$ cat src/rtl/core/qfc_pkg.sv
// Package for the quadratic form (chi-square) block.
// Holds the request types, operation and status codes, and the controller command type.
// No dependencies; every other file of the block but qfc_ram imports it.
`default_nettype none

package qfc_pkg;

    localparam int MAX_PARAMS_DEF = 64;
    localparam int PADDR_W = 3;
    localparam int PDATA_W = 32;
    localparam int NUM_PARAMS_W = 7;

    localparam logic REG_NUM_PARAMS = 1'b0;
    localparam logic [NUM_PARAMS_W-1:0] NUM_PARAMS_RST = 7'd64;
    localparam logic [NUM_PARAMS_W-1:0] COUNT_MAX = 7'd127;

    localparam logic signed [63:0] CHI2_MAX = 64'sh7FFF_FFFF_FFFF_FFFF;
    localparam logic signed [63:0] CHI2_MIN = 64'sh8000_0000_0000_0000;

    typedef enum logic [1:0] {
        OP_COV   = 2'd0,
        OP_PRIOR = 2'd1,
        OP_ELEM  = 2'd2
    } op_t;

    typedef enum logic [1:0] {
        ST_OK       = 2'd0,
        ST_MISMATCH = 2'd1,
        ST_NOLOAD   = 2'd2
    } status_t;

    typedef enum logic [2:0] {
        K_NONE,
        K_CLEAR,
        K_LOAD_DI,
        K_MAC,
        K_CHUNK0,
        K_CHUNK1,
        K_CHUNK2
    } kind_t;

    typedef struct packed {
        logic [1:0]         operation;
        logic [5:0]         row_index;
        logic [5:0]         col_index;
        logic signed [31:0] value;
        logic               last;
    } item_req_t;

    typedef struct packed {
        logic signed [63:0] chi2;
        logic [1:0]         status;
    } result_req_t;

    typedef struct packed {
        kind_t kind;
        logic  cov_we;
        logic  prior_we;
        logic  val_cap;
        logic  diff_we;
        logic  res_ld;
        logic  res_ok;
    } cmd_t;

endpackage

`default_nettype wire

$ cat src/rtl/core/qfc_ctrl.sv
// Controller of the quadratic form block: input handshake, element counting,
// error checks, the row and column sequence of the double sum, and the result handshake.
// Depends on qfc_pkg.
`default_nettype none

module qfc_ctrl #(
    parameter int MAX_PARAMS = qfc_pkg::MAX_PARAMS_DEF,
    localparam int IdxW = $clog2(MAX_PARAMS)
) (
    input  wire logic                    clk,
    input  wire logic                    rst_n,
    input  wire logic                    item_valid,
    output logic                         item_ready,
    input  wire qfc_pkg::item_req_t      item,
    input  wire logic [6:0]              num_params,
    output logic                         result_valid,
    input  wire logic                    result_ready,
    output logic [1:0]                   status,
    output qfc_pkg::cmd_t                cmd,
    output logic [IdxW-1:0]              pos,
    output logic [IdxW-1:0]              row_i,
    output logic [IdxW-1:0]              col_j
);

    import qfc_pkg::*;

    localparam logic [6:0] SizeMax = (MAX_PARAMS > 127) ? 7'd127 : 7'(MAX_PARAMS);

    typedef enum logic [3:0] {
        S_IDLE,
        S_ELEM,
        S_CLEAR,
        S_ROW,
        S_MAC,
        S_GAP,
        S_CHUNK,
        S_TAIL,
        S_DONE
    } state_t;

    state_t          state_reg;
    logic [6:0]      count_reg;
    logic            last_reg;
    logic            loaded_reg;
    logic [IdxW-1:0] i_reg;
    logic [IdxW-1:0] j_reg;
    logic [1:0]      k_reg;
    logic            tail_reg;
    status_t         stat_reg;
    logic            res_ok_reg;
    status_t         res_status_reg;
    logic            out_valid_reg;

    logic       accept;
    logic       cov_ok;
    logic       prior_ok;
    logic [6:0] size;
    logic [6:0] last_idx;
    logic       row_last;
    logic       col_last;
    logic       pos_fits;
    logic       size_match;
    logic       out_free;

    always_comb
    begin
        if (num_params == 7'd0)
        begin
            size = 7'd1;
        end
        else if (num_params > SizeMax)
        begin
            size = SizeMax;
        end
        else
        begin
            size = num_params;
        end
    end

    assign last_idx   = size - 7'd1;
    assign row_last   = int'(i_reg) == int'(last_idx);
    assign col_last   = int'(j_reg) == int'(last_idx);
    assign pos_fits   = int'(count_reg) < MAX_PARAMS;
    assign size_match = (int'(count_reg) + 1) == int'(size);
    assign out_free   = !out_valid_reg || result_ready;

    assign item_ready = (state_reg == S_IDLE);
    assign accept     = item_valid && item_ready;
    assign cov_ok     = (int'(item.row_index) < MAX_PARAMS) && (int'(item.col_index) < MAX_PARAMS);
    assign prior_ok   = int'(item.row_index) < MAX_PARAMS;

    always_comb
    begin
        cmd          = '0;
        cmd.kind     = K_NONE;
        cmd.cov_we   = accept && (item.operation == OP_COV) && cov_ok;
        cmd.prior_we = accept && (item.operation == OP_PRIOR) && prior_ok;
        cmd.val_cap  = accept && (item.operation == OP_ELEM);
        cmd.diff_we  = (state_reg == S_ELEM) && pos_fits;
        cmd.res_ld   = (state_reg == S_DONE) && out_free;
        cmd.res_ok   = res_ok_reg;
        unique case (state_reg)
            S_CLEAR: cmd.kind = K_CLEAR;
            S_ROW:   cmd.kind = K_LOAD_DI;
            S_MAC:   cmd.kind = K_MAC;
            S_CHUNK:
            begin
                priority if (k_reg == 2'd0)
                begin
                    cmd.kind = K_CHUNK0;
                end
                else if (k_reg == 2'd1)
                begin
                    cmd.kind = K_CHUNK1;
                end
                else
                begin
                    cmd.kind = K_CHUNK2;
                end
            end
            default: cmd.kind = K_NONE;
        endcase
    end

    always_ff @(posedge clk or negedge rst_n)
    begin
        if (!rst_n)
        begin
            state_reg      <= S_IDLE;
            count_reg      <= '0;
            last_reg       <= 1'b0;
            loaded_reg     <= 1'b0;
            i_reg          <= '0;
            j_reg          <= '0;
            k_reg          <= '0;
            tail_reg       <= 1'b0;
            stat_reg       <= ST_OK;
            res_ok_reg     <= 1'b0;
            res_status_reg <= ST_OK;
            out_valid_reg  <= 1'b0;
        end
        else
        begin
            if ((state_reg == S_DONE) && out_free)
            begin
                out_valid_reg  <= 1'b1;
                res_status_reg <= stat_reg;
            end
            else if (result_ready)
            begin
                out_valid_reg <= 1'b0;
            end

            unique case (state_reg)
                S_IDLE:
                begin
                    if (cmd.cov_we)
                    begin
                        loaded_reg <= 1'b1;
                    end
                    if (cmd.val_cap)
                    begin
                        last_reg  <= item.last;
                        state_reg <= S_ELEM;
                    end
                end
                S_ELEM:
                begin
                    if (!last_reg)
                    begin
                        if (count_reg != COUNT_MAX)
                        begin
                            count_reg <= count_reg + 7'd1;
                        end
                        state_reg <= S_IDLE;
                    end
                    else
                    begin
                        count_reg <= '0;
                        priority if (!loaded_reg)
                        begin
                            stat_reg   <= ST_NOLOAD;
                            res_ok_reg <= 1'b0;
                            state_reg  <= S_DONE;
                        end
                        else if (!size_match)
                        begin
                            stat_reg   <= ST_MISMATCH;
                            res_ok_reg <= 1'b0;
                            state_reg  <= S_DONE;
                        end
                        else
                        begin
                            stat_reg   <= ST_OK;
                            res_ok_reg <= 1'b1;
                            i_reg      <= '0;
                            state_reg  <= S_CLEAR;
                        end
                    end
                end
                S_CLEAR:
                begin
                    state_reg <= S_ROW;
                end
                S_ROW:
                begin
                    j_reg     <= '0;
                    state_reg <= S_MAC;
                end
                S_MAC:
                begin
                    if (col_last)
                    begin
                        state_reg <= S_GAP;
                    end
                    else
                    begin
                        j_reg <= j_reg + 1'b1;
                    end
                end
                S_GAP:
                begin
                    k_reg     <= '0;
                    state_reg <= S_CHUNK;
                end
                S_CHUNK:
                begin
                    if (k_reg == 2'd2)
                    begin
                        if (row_last)
                        begin
                            tail_reg  <= 1'b0;
                            state_reg <= S_TAIL;
                        end
                        else
                        begin
                            i_reg     <= i_reg + 1'b1;
                            state_reg <= S_ROW;
                        end
                    end
                    else
                    begin
                        k_reg <= k_reg + 2'd1;
                    end
                end
                S_TAIL:
                begin
                    if (tail_reg)
                    begin
                        state_reg <= S_DONE;
                    end
                    else
                    begin
                        tail_reg <= 1'b1;
                    end
                end
                S_DONE:
                begin
                    if (out_free)
                    begin
                        state_reg <= S_IDLE;
                    end
                end
                default:
                begin
                    state_reg <= S_IDLE;
                end
            endcase
        end
    end

    assign result_valid = out_valid_reg;
    assign status       = res_status_reg;
    assign pos          = IdxW'(count_reg);
    assign row_i        = i_reg;
    assign col_j        = j_reg;

endmodule

`default_nettype wire

$ cat config.mk
export PLATFORM = sky130hd
export DESIGN_NAME = qfc_ctrl
export DESIGN_NICKNAME = d
export VERILOG_FILES = /design/src/rtl/core/qfc_pkg.sv /design/src/rtl/core/qfc_ctrl.sv
export SDC_FILE = /design/constraint.sdc
export NUM_CORES = 1
export LEC_CHECK = 0
export ABC_CLOCK_PERIOD_IN_PS = 3460
export BUFFER_PORTS_ARGS = -buffer_cell sky130_fd_sc_hd__buf_2
export CORE_UTILIZATION = 40
export CTS_BUF_LIST = sky130_fd_sc_hd__clkbuf_16
export DETAILED_ROUTE_END_ITERATION = 8
export PLACE_DENSITY = 0.72
export SKIP_LAST_GASP = 1
export SLEW_MARGIN = 10
export SYNTH_ARGS = -nofsm -noshare
export SYNTH_HDL_FRONTEND = slang
export SYNTH_SLANG_ARGS = --single-unit
$ cat constraint.sdc
create_clock -name clk -period 3.46 [get_ports clk]
set_clock_uncertainty 0.05 [all_clocks]
set_input_delay 0.519 -clock clk [delete_from_list [all_inputs] [get_ports clk]]
set_output_delay 0.519 -clock clk [all_outputs]
set_load 0.005 [all_outputs]
==> flow_summary_export.csv, run 1 <==
group,metric,value,unit
clock_network,cts_tree,"built",
grt,grt_antenna_before_repair,0,
place,postPlaceCellArea,0.002751,mm2
place,dpl.cell_count,396,
worst_setup_path,worstSetupPathType,"in2reg",
synth,yosys_register_bits,34,
routing,via_per_inst,5.505,
place,io_buffers,44,
synth,synth_nets,360,
power,cellLeakagePower,0.001360,uW
synth,synth.avg_cell_area,8.584,um2
clock_network,max-clock-path-buffers,2,
sta,final-setup-viol-count,0,
sta,worstMarginPinSlew,0.7478,ns
finish,drive_gt1_share,21.28,%
synth,synth_enable_flop_cells,0,
clock_network,cts-root-buf,"clkbuf_16",
sta,relSlewSlack,50.15,%
floorplan,die_x,81.43,um
grt,grt_pass1_vias,2081,
floorplan,io_pins,89,
clock_network,cts_buffers,5,
clock_network,cts_setup_buffers,0,
grt,grtUsageTotal,19.02,%
place,hpwlAfterDp,4166,um
synth,synth_ff_type,"dfrtp_1",
floorplan,die_h,81.43,um
finish,nFillCells,571,
grt,grt_max_degree,35,
synth,synthArstFlopShare,100.0,%
synth,ys_top_cells_by_area,"dfrtp_1, nand2_1, o21ai_0, xnor2_1, ha_1",
clock_network,ctsHoldBuffers,0,
sta,min_period_over_period,89.50,%
floorplan,coreArea,0.005991,mm2
routing,drtIter0Drc,99,
worst_setup_path,critPathMaxFanout,12,
routing,wirelength,5696,um
power,power_density,687.9,mW/mm2
floorplan,initial_core_util,42.13,%
routing,wire_per_inst,14.10,um
finish,multi_input_area,0.001493,mm2
finish,syn2layout_area_growth,15.77,%
sta,final_max_slew_viol_count,0,
worst_setup_path,end_kind,"flop",
grt,overflow,0,
finish,layout.cells.non_filler,404,
synth,synth_top_area_cell,"dfrtp_1",
synth,synth-seq-area-share,33.71,%
clock_network,cts_resized,0,
worst_setup_path,cp_cell_sequence,"buf_2 > nor2b_1 > a21oi_1 > ha_1 > or3b_2 > a221o_1 > xnor2_1 > nand4_1 > nor2_1 > buf_4 > or4b_1 > o21ai_0",
hold_path,min_path_type,"in2async",
synth,synthDistinctLibCells,62,
power,peakVddDrop,0.0003266,V
sta,fin_ws,0.3633,ns
floorplan,die-area,0.006631,mm2
finish,largest_register_ffs,7,
synth,syn_inst,294,
grt,grt_pass1_wl,9729,um
routing,postRouteAntennaNets,0,
sta,tns,0,ns
place,dp_slack,0.1757,ns
worst_setup_path,cp_slowest_cell,"or4b_1",
place,gpl.final_weighted_congestion,0.8009,
synth,synth_warnings,0,
finish,final_area,0.002922,mm2
sta,final_hold_viol_count,0,
sta,fmax,322.9,MHz
worst_setup_path,slowest_delay,0.50,ns
sta,rsz0062_at_grt,"false",
floorplan,rows,28,
clock_network,clock_sinks,34,
run_status,status,"finished, final reports clean",
finish,n_antenna_cell,0,
synth,synth_most_common_cell,"nand2_1",
worst_setup_path,cp.required,3.60,ns
routing,dr.pass1.iters,4,
synth,netlist_area,0.002524,mm2
worst_setup_path,rr_worst_depth,8,
routing,drc_errors,0,
clock_network,clock_latency,0.28,ns
sta,min_period,3.097,ns
run,maxCapViolations,0,
clock_network,h-tree-depth,2,
synth,synthTopCellsByCount,"nand2_1, dfrtp_1, o21ai_0",
clock_network,clk_pin_slew_worst_paths,0.05,ns
routing,num_vias,2224,
worst_setup_path,startpoint_type,"input pin",
finish,nNetsFinal,394,
finish,final_core_util,48.77,%
finish,register_area,850.8,um2
synth,synth_top_area_share,33.71,%
worst_setup_path,worstPathArrival,3.24,ns
routing by layer:
layer	GRT usage (%)	up-vias	wire, um
met1	24.59	1049	2693
li1	-	1125	-
met4	4.643	0	34
met5	0	-	0
met3	5.667	7	254
met2	30.92	43	2713
cells in the final DEF, fill, tap and decap left out, types with 6 or more instances in the layout:
cell type  instances
inv_1             11
xnor2_1           13
o31ai_1            6
dfrtp_1           34
nand2_1           42
buf_2             44
nand4_1            8
nor3_1             8
nand3_1            6
buf_4              7
nor2_1            18
ha_1               8
o21ai_0           24
nor2b_1            9
area by class of cell:
type / instances / area share [%]
inverter: 11 / 1.413
clock buffer: 5 / 4.283
clock inverter: 3 / 1.542
timing repair buffer: 51 / 9.336
sequential: 34 / 29.12
multi-input combinational: 225 / 51.09
tap: 75 / 3.212
kinds of logic (layout without fill, tap and decap cells):
group,count (synthesis),in the layout,synth area share (%)
mux,7,7,2.876
compound gates,68,68,19.14
simple gates,125,125,26.18
xor+xnor,17,17,6.991
fa+ha+maj,8,8,3.966
buf+inv,35,70,7.139
flops,34,34,33.71
worst paths after layout:
check / slack (ns) / startpoint / to
max in group asynchronous: 2.63 / rst_n / row_i[5]
hold reg to reg: 0.42 / status[1] / status[1]
hold / removal: 0.25 / rst_n / count_reg[0]
min in group clk: 0.42 / status[1] / status[1]
setup reg to reg: 0.42 / count_reg[0] / row_i[5]
setup / recovery: 0.36 / num_params[6] / row_i[2]
power breakdown:
part           switching (uW)  internal, uW
clock network             176           339
registers                 208           524
logic                     399           363
total                     783          1230
worst max-delay path, delay by kind of cell:
family	cells	cell delay (ns)
AOI/OAI and AO/OA	3	0.72
xor gates and xnor gates	1	0.14
adders and majority gates	1	0.21
buffers and inverters	2	0.39
and+or+nand+nor	5	1.27
per-stage QoR:
step                      hold WS (ns)  total power [uW]
after detailed placement        0.4114              1505
after global placement          0.4042              1479
after global routing            0.3185              2193
after CTS                       0.2891              2025
after floorplan                 0.1734              1267
final                           0.2469              2010
(Power assumes the default switching activity.)
==> run 2, diff against run 1 <==
--- a/config.mk
+++ b/config.mk
@@ -11,6 +11,7 @@
 export CTS_BUF_LIST = sky130_fd_sc_hd__clkbuf_16
 export DETAILED_ROUTE_END_ITERATION = 8
 export PLACE_DENSITY = 0.72
+export RECOVER_POWER = 50
 export SKIP_LAST_GASP = 1
 export SLEW_MARGIN = 10
 export SYNTH_ARGS = -nofsm -noshare
==> flow_summary_export.csv, run 2 (synthesis gave the netlist of run 1 again) <==
group,metric,value,unit
worst_setup_path,timing.rr.start,"count_reg[0]",
sta,worstMarginPinSlew,1.796,ns
run,maxCapViolations,1,
worst_setup_path,rr_worst_depth,8,
power,p_clk_share,25.6,%
grt,grt.busiest_layer,"met2",
floorplan,die_h,81.43,um
routing,wirelength,5687,um
clock_network,clock_sinks,34,
worst_setup_path,critPathLaunch,"num_params[6]",
grt,grtUsageTotal,19.02,%
worst_setup_path,crit_end,"row_i[2]",
grt,grt_max_degree,35,
routing,wire_per_inst,14.08,um
finish,final_common_cell,"nand2_1",
worst_setup_path,worstSetupPathType,"in2reg",
clock_network,cts_resized,0,
place,postPlaceCellArea,0.002751,mm2
floorplan,coreArea,0.005991,mm2
worst_setup_path,worst-path-buf-inv,2,
worst_setup_path,critPathMaxFanout,12,
worst_setup_path,end_kind,"flop",
grt,grt_pass1_vias,2081,
finish,syn2layout_area_growth,15.47,%
clock_network,ctsHoldBuffers,0,
finish,largest_register_ffs,7,
clock_network,max-clock-path-buffers,2,
clock_network,cts_setup_buffers,0,
run_status,violations,"max-capacitance violations, max-slew violations",
grt,use_met1,24.59,%
worst_setup_path,crit_cells,12,
worst_setup_path,rr_endpoint,"row_i[5]",
clock_network,clock_latency,0.28,ns
finish,n_antenna_cell,0,
power,power,2002,uW
routing,dr.pass1.iters,4,
routing,drtIter0Drc,98,
grt,grtUsageMet3,5.667,%
clock_network,h-tree-depth,2,
power,cellLeakagePower,0.001337,uW
place,dpl.cell_count,396,
routing,num_vias,2212,
hold_path,min_path_type,"reg2reg",
floorplan,io_pins,89,
sta,final_max_slew_viol_count,35,
power,intPower,1221,uW
place,gpl.final_weighted_congestion,0.8009,
sta,fmax,324.7,MHz
worst_setup_path,r2r_setup_slack,0.41,ns
finish,layout.cells.non_filler,404,
worst_setup_path,worstPathArrival,3.22,ns
worst_setup_path,path_delay_family,"simple AND/OR/NAND/NOR gates",
routing,postRouteAntennaNets,0,
power,p_sw_share,39.00,%
place,io_buffers,44,
clock_network,clk_pin_slew_worst_paths,0.06,ns
power,power_frac_comb,37.8,%
sta,min_period,3.080,ns
grt,grtUsageMet2,30.92,%
grt,grt_pass1_wl,9729,um
sta,rsz0062_at_grt,"false",
finish,final_core_util,48.64,%
sta,final-setup-viol-count,0,
floorplan,initial_core_util,42.13,%
worst_setup_path,cp_cell_sequence,"buf_2 > nor2b_1 > a21oi_1 > ha_1 > or3b_2 > a221o_1 > xnor2_1 > nand4_1 > nor2_1 > buf_4 > or4b_1 > o21ai_0",
power,power_density,687.0,mW/mm2
routing,via_per_inst,5.475,
finish,nNetsFinal,394,
sta,relSlewSlack,-19.74,%
finish,final_area,0.002914,mm2
clock_network,cts_buffers,5,
worst_setup_path,startpoint_type,"input pin",
grt,grt_antenna_before_repair,0,
routing,drc_errors,0,
finish,drive_gt1_share,19.45,%
sta,final_hold_viol_count,0,
place,hpwlAfterDp,4166,um
power,pwr-share-seq,36.6,%
power,peakVddDrop,0.0003265,V
finish,layout_common_cells,"nand2_1, buf_2, dfrtp_1",
sta,min_period_over_period,89.01,%
floorplan,die_x,81.43,um
floorplan,rows,28,
worst_setup_path,cp.required,3.60,ns
clock_network,cts_tree,"built",
grt,overflow,0,
clock_network,cts-root-buf,"clkbuf_16",
worst_setup_path,slowest_delay,0.50,ns
floorplan,die-area,0.006631,mm2
power,switching_power,780.7,uW
worst_setup_path,cp_slowest_cell,"or4b_1",
sta,tns,0,ns
run_status,status,"finished with violations",
-- run 2: cell count changes in the layout (fill, tap and decap cells not counted), sizes merged --
| cell | change |
|---|---|
| buf | -6 |
| clkbuf | +6 |
-- run 2: per-stage QoR --
step	hold slack [ns]	setup WS, ns
6_report	0.4217	0.3803
3_3_place_gp	0.4042	0.2427
3_5_place_dp	0.4114	0.1757
4_1_cts	0.2891	0.3899
5_1_grt	0.4257	0.1945
2_1_floorplan	0.1734	0.1425
-- run 2: per-layer routing --
metal | part of all wire [%] | vias to the layer above | routed length [um]
met5 | 0 | - | 0
met4 | 0.86 | 0 | 49
met3 | 3.9 | 7 | 220
met2 | 47 | 43 | 2692
met1 | 48 | 1038 | 2725
li1 | - | 1124 | -
-- run 2: layout make-up --
class,count,area (um2)
inverters,11,41.29
clock buffers,5,125.1
well taps,75,93.84
multi-input cells,225,1493
flip-flops and latches,34,850.8
clock inverters,3,45.04
repair buffers,51,265.3
fillers,577,3077
-- run 2: worst min-delay path by stage --
stage           startpoint          to  slack (ns)  depth (start not counted)
2_1_floorplan        rst_n    col_j[0]        0.17                          0
3_3_place_gp     status[0]   status[0]        0.40                          2
3_5_place_dp     status[1]   status[1]        0.41                          2
4_1_cts              rst_n  res_ok_reg        0.29                          1
5_1_grt            item[0]    last_reg        0.43                          2
6_report       stat_reg[1]   status[1]        0.42                          2
-- run 2: power groups by stage --
stage               registers, uW  logic (uW)  clock network (uW)
floorplan                     646         622                   0
global placement              731         748                   0
detailed placement            736         769                   0
CTS                           729         773                 522
global route                  769         874                 545
finish                        732         756                 513
-- run 2: tightest hold or removal path, cell delays in order, from the launching register on --
cell and delay (ns):
dfrtp_1 0.34, nand2_1 0.05, nand2_1 0.05
==> run 3, diff against run 2 <==
--- a/config.mk
+++ b/config.mk
@@ -7,9 +7,11 @@
 export LEC_CHECK = 0
 export ABC_CLOCK_PERIOD_IN_PS = 3460
 export BUFFER_PORTS_ARGS = -buffer_cell sky130_fd_sc_hd__buf_2
+export CORE_ASPECT_RATIO = 0.6
 export CORE_UTILIZATION = 40
 export CTS_BUF_LIST = sky130_fd_sc_hd__clkbuf_16
 export DETAILED_ROUTE_END_ITERATION = 8
+export GPL_TIMING_DRIVEN = 0
 export PLACE_DENSITY = 0.72
 export RECOVER_POWER = 50
 export SKIP_LAST_GASP = 1
==> flow_summary_export.csv, run 3 (synthesis gave the netlist of run 1 again) <==
group,metric,value,unit
clock_network,cts-root-buf,"clkbuf_16",
routing,met1_length,3280,um
sta,final_hold_viol_count,0,
floorplan,coreArea,0.005833,mm2
floorplan,io_pins,89,
clock_network,clock_latency,0.28,ns
power,pwr-share-seq,34.1,%
finish,final_core_util,50.77,%
clock_network,h-tree-depth,2,
worst_setup_path,end_kind,"flop",
sta,tns,0,ns
floorplan,die-area,0.006641,mm2
sta,min_period,3.200,ns
clock_network,cts_tree,"built",
power,cellLeakagePower,0.001369,uW
power,p_sw_share,41.12,%
routing,wire_per_inst,14.85,um
grt,grt_pass1_wl,10610,um
run_status,violations,"max-capacitance violations, max-slew violations",
finish,largest_register_ffs,7,
finish,layout.cells.non_filler,422,
power,switching_power,823.7,uW
sta,finalHoldWorstSlack,0.4248,ns
finish,layout_common_cells,"buf_2, nand2_1, dfrtp_1",
place,hpwlAfterDp,4705,um
finish,syn2layout_area_growth,17.35,%
sta,fmax,312.5,MHz
power,intPower,1180,uW
worst_setup_path,worstSetupPathType,"in2reg",
grt,grt_pass1_vias,2164,
hold_path,min_path_type,"in2reg",
routing,wirelength,6266,um
sta,relSlewSlack,-28.91,%
power,p_clk_share,21.8,%
grt,grt_antenna_before_repair,0,
routing,highest_layer,"met4",
routing,wl_met3,393,um
routing,drc_errors,0,
routing,postRouteAntennaNets,0,
finish,nNetsFinal,407,
clock_network,cts_buffers,5,
clock_network,max-clock-path-buffers,2,
finish,drive_gt1_share,20.47,%
finish,nFillCells,560,
grt,overflow,0,
sta,final-setup-viol-count,0,
routing,met2_length,2582,um
finish,n_antenna_cell,0,
floorplan,rows,21,
power,power_density,676.4,mW/mm2
place,gpl.final_weighted_congestion,0.8452,
routing,via_per_inst,5.630,
clock_network,clk_pin_slew_worst_paths,0.06,ns
place,io_buffers,40,
routing,num_vias,2376,
sta,final_max_slew_viol_count,35,
worst_setup_path,worstPathArrival,3.35,ns
grt,grt_max_degree,35,
worst_setup_path,startpoint_type,"input pin",
floorplan,die_x,104.5,um
clock_network,cts_setup_buffers,0,
power,peakVddDrop,0.0002799,V
floorplan,initial_core_util,43.26,%
routing,drtIter0Drc,206,
floorplan,die_h,63.53,um
sta,rsz0062_at_grt,"false",
worst_setup_path,critPathMaxFanout,9,
run,maxCapViolations,1,
worst_setup_path,cp.required,3.61,ns
sta,worstMarginPinSlew,1.934,ns
run_status,status,"finished with violations",
sta,min_period_over_period,92.48,%
place,dpl.cell_count,414,
power,power,2003,uW
power,power_frac_comb,44.1,%
grt,grtUsageTotal,19.97,%
routing,dr.pass1.iters,4,
clock_network,clock_sinks,34,
run 3: cell types whose count changed in the layout (fill, tap and decap cells not counted), sizes merged:
cell,delta
clkinvlp,-1
clkbuf,+8
clkinv,+2
buf,+5
bufinv,-1
run 3: path summary, 6_finish.rpt:
check | depth (start not counted) | endpoint | from | slack, ns
max | 12 | state_reg[0] | num_params[5] | 0.26
min | 2 | last_reg | item[0] | 0.42
max reg2reg | 10 | row_i[4] | count_reg[1] | 0.46
min reg2reg | 2 | status[1] | status[1] | 0.43
max in group asynchronous | 1 | row_i[0] | rst_n | 1.52
min in group asynchronous | 1 | count_reg[2] | rst_n | 0.73
run 3: layout make-up:
cell class / count / area, um2 / share of cell area (%)
clock inverter: 3 / 16.27 / 0.5492
inverter: 11 / 41.29 / 1.394
tap: 80 / 100.1 / 3.380
timing repair buffer: 40 / 195.2 / 6.591
clock buffer: 5 / 125.1 / 4.225
buffer: 24 / 140.1 / 4.732
multi-input combinational: 225 / 1493 / 50.40
sequential: 34 / 850.8 / 28.73
run 3: timing repair:
item                                    4_1_cts  5_1_grt
hold buffers                                  0        0
resized for setup                             0        2
endpoints found under the setup margin        0        9
run 3: metrics by stage:
| step | instance area, um2 | setup WS (ns) |
|---|---|---|
| after floorplan | 2524 | 0.1425 |
| after global placement | 2824 | -0.1261 |
| after detailed placement | 2824 | -0.1803 |
| after CTS | 2965 | 0.09566 |
| after global routing | 2962 | 0.03365 |
| final | 2962 | 0.2602 |
run 3: per-layer routing:
| metal | GRT usage [%] | vias up |
|---|---|---|
| li1 | - | 1153 |
| met1 | 29.95 | 1144 |
| met2 | 28.73 | 77 |
| met3 | 4.658 | 2 |
| met4 | 4.107 | 0 |
| met5 | 0 | - |
run 3: power by group through the flow:
| stage | Sequential, uW | Combinational (uW) | Clock (uW) |
|---|---|---|---|
| floorplan | 646 | 622 | 0 |
| global placement | 679 | 855 | 0 |
| detailed placement | 685 | 873 | 0 |
| CTS | 681 | 884 | 441 |
| global route | 710 | 989 | 454 |
| finish | 683 | 884 | 436 |
run 3: worst max-delay path: stages:
cell	delay [ns]
clkbuf_2	0.19
nor3_1	0.14
a21oi_1	0.17
ha_1	0.16
buf_2	0.18
or3b_2	0.47
a221o_1	0.35
xnor2_1	0.15
nor4_2	0.26
nor2_1	0.19
or4_1	0.49
o21ai_1	0.09
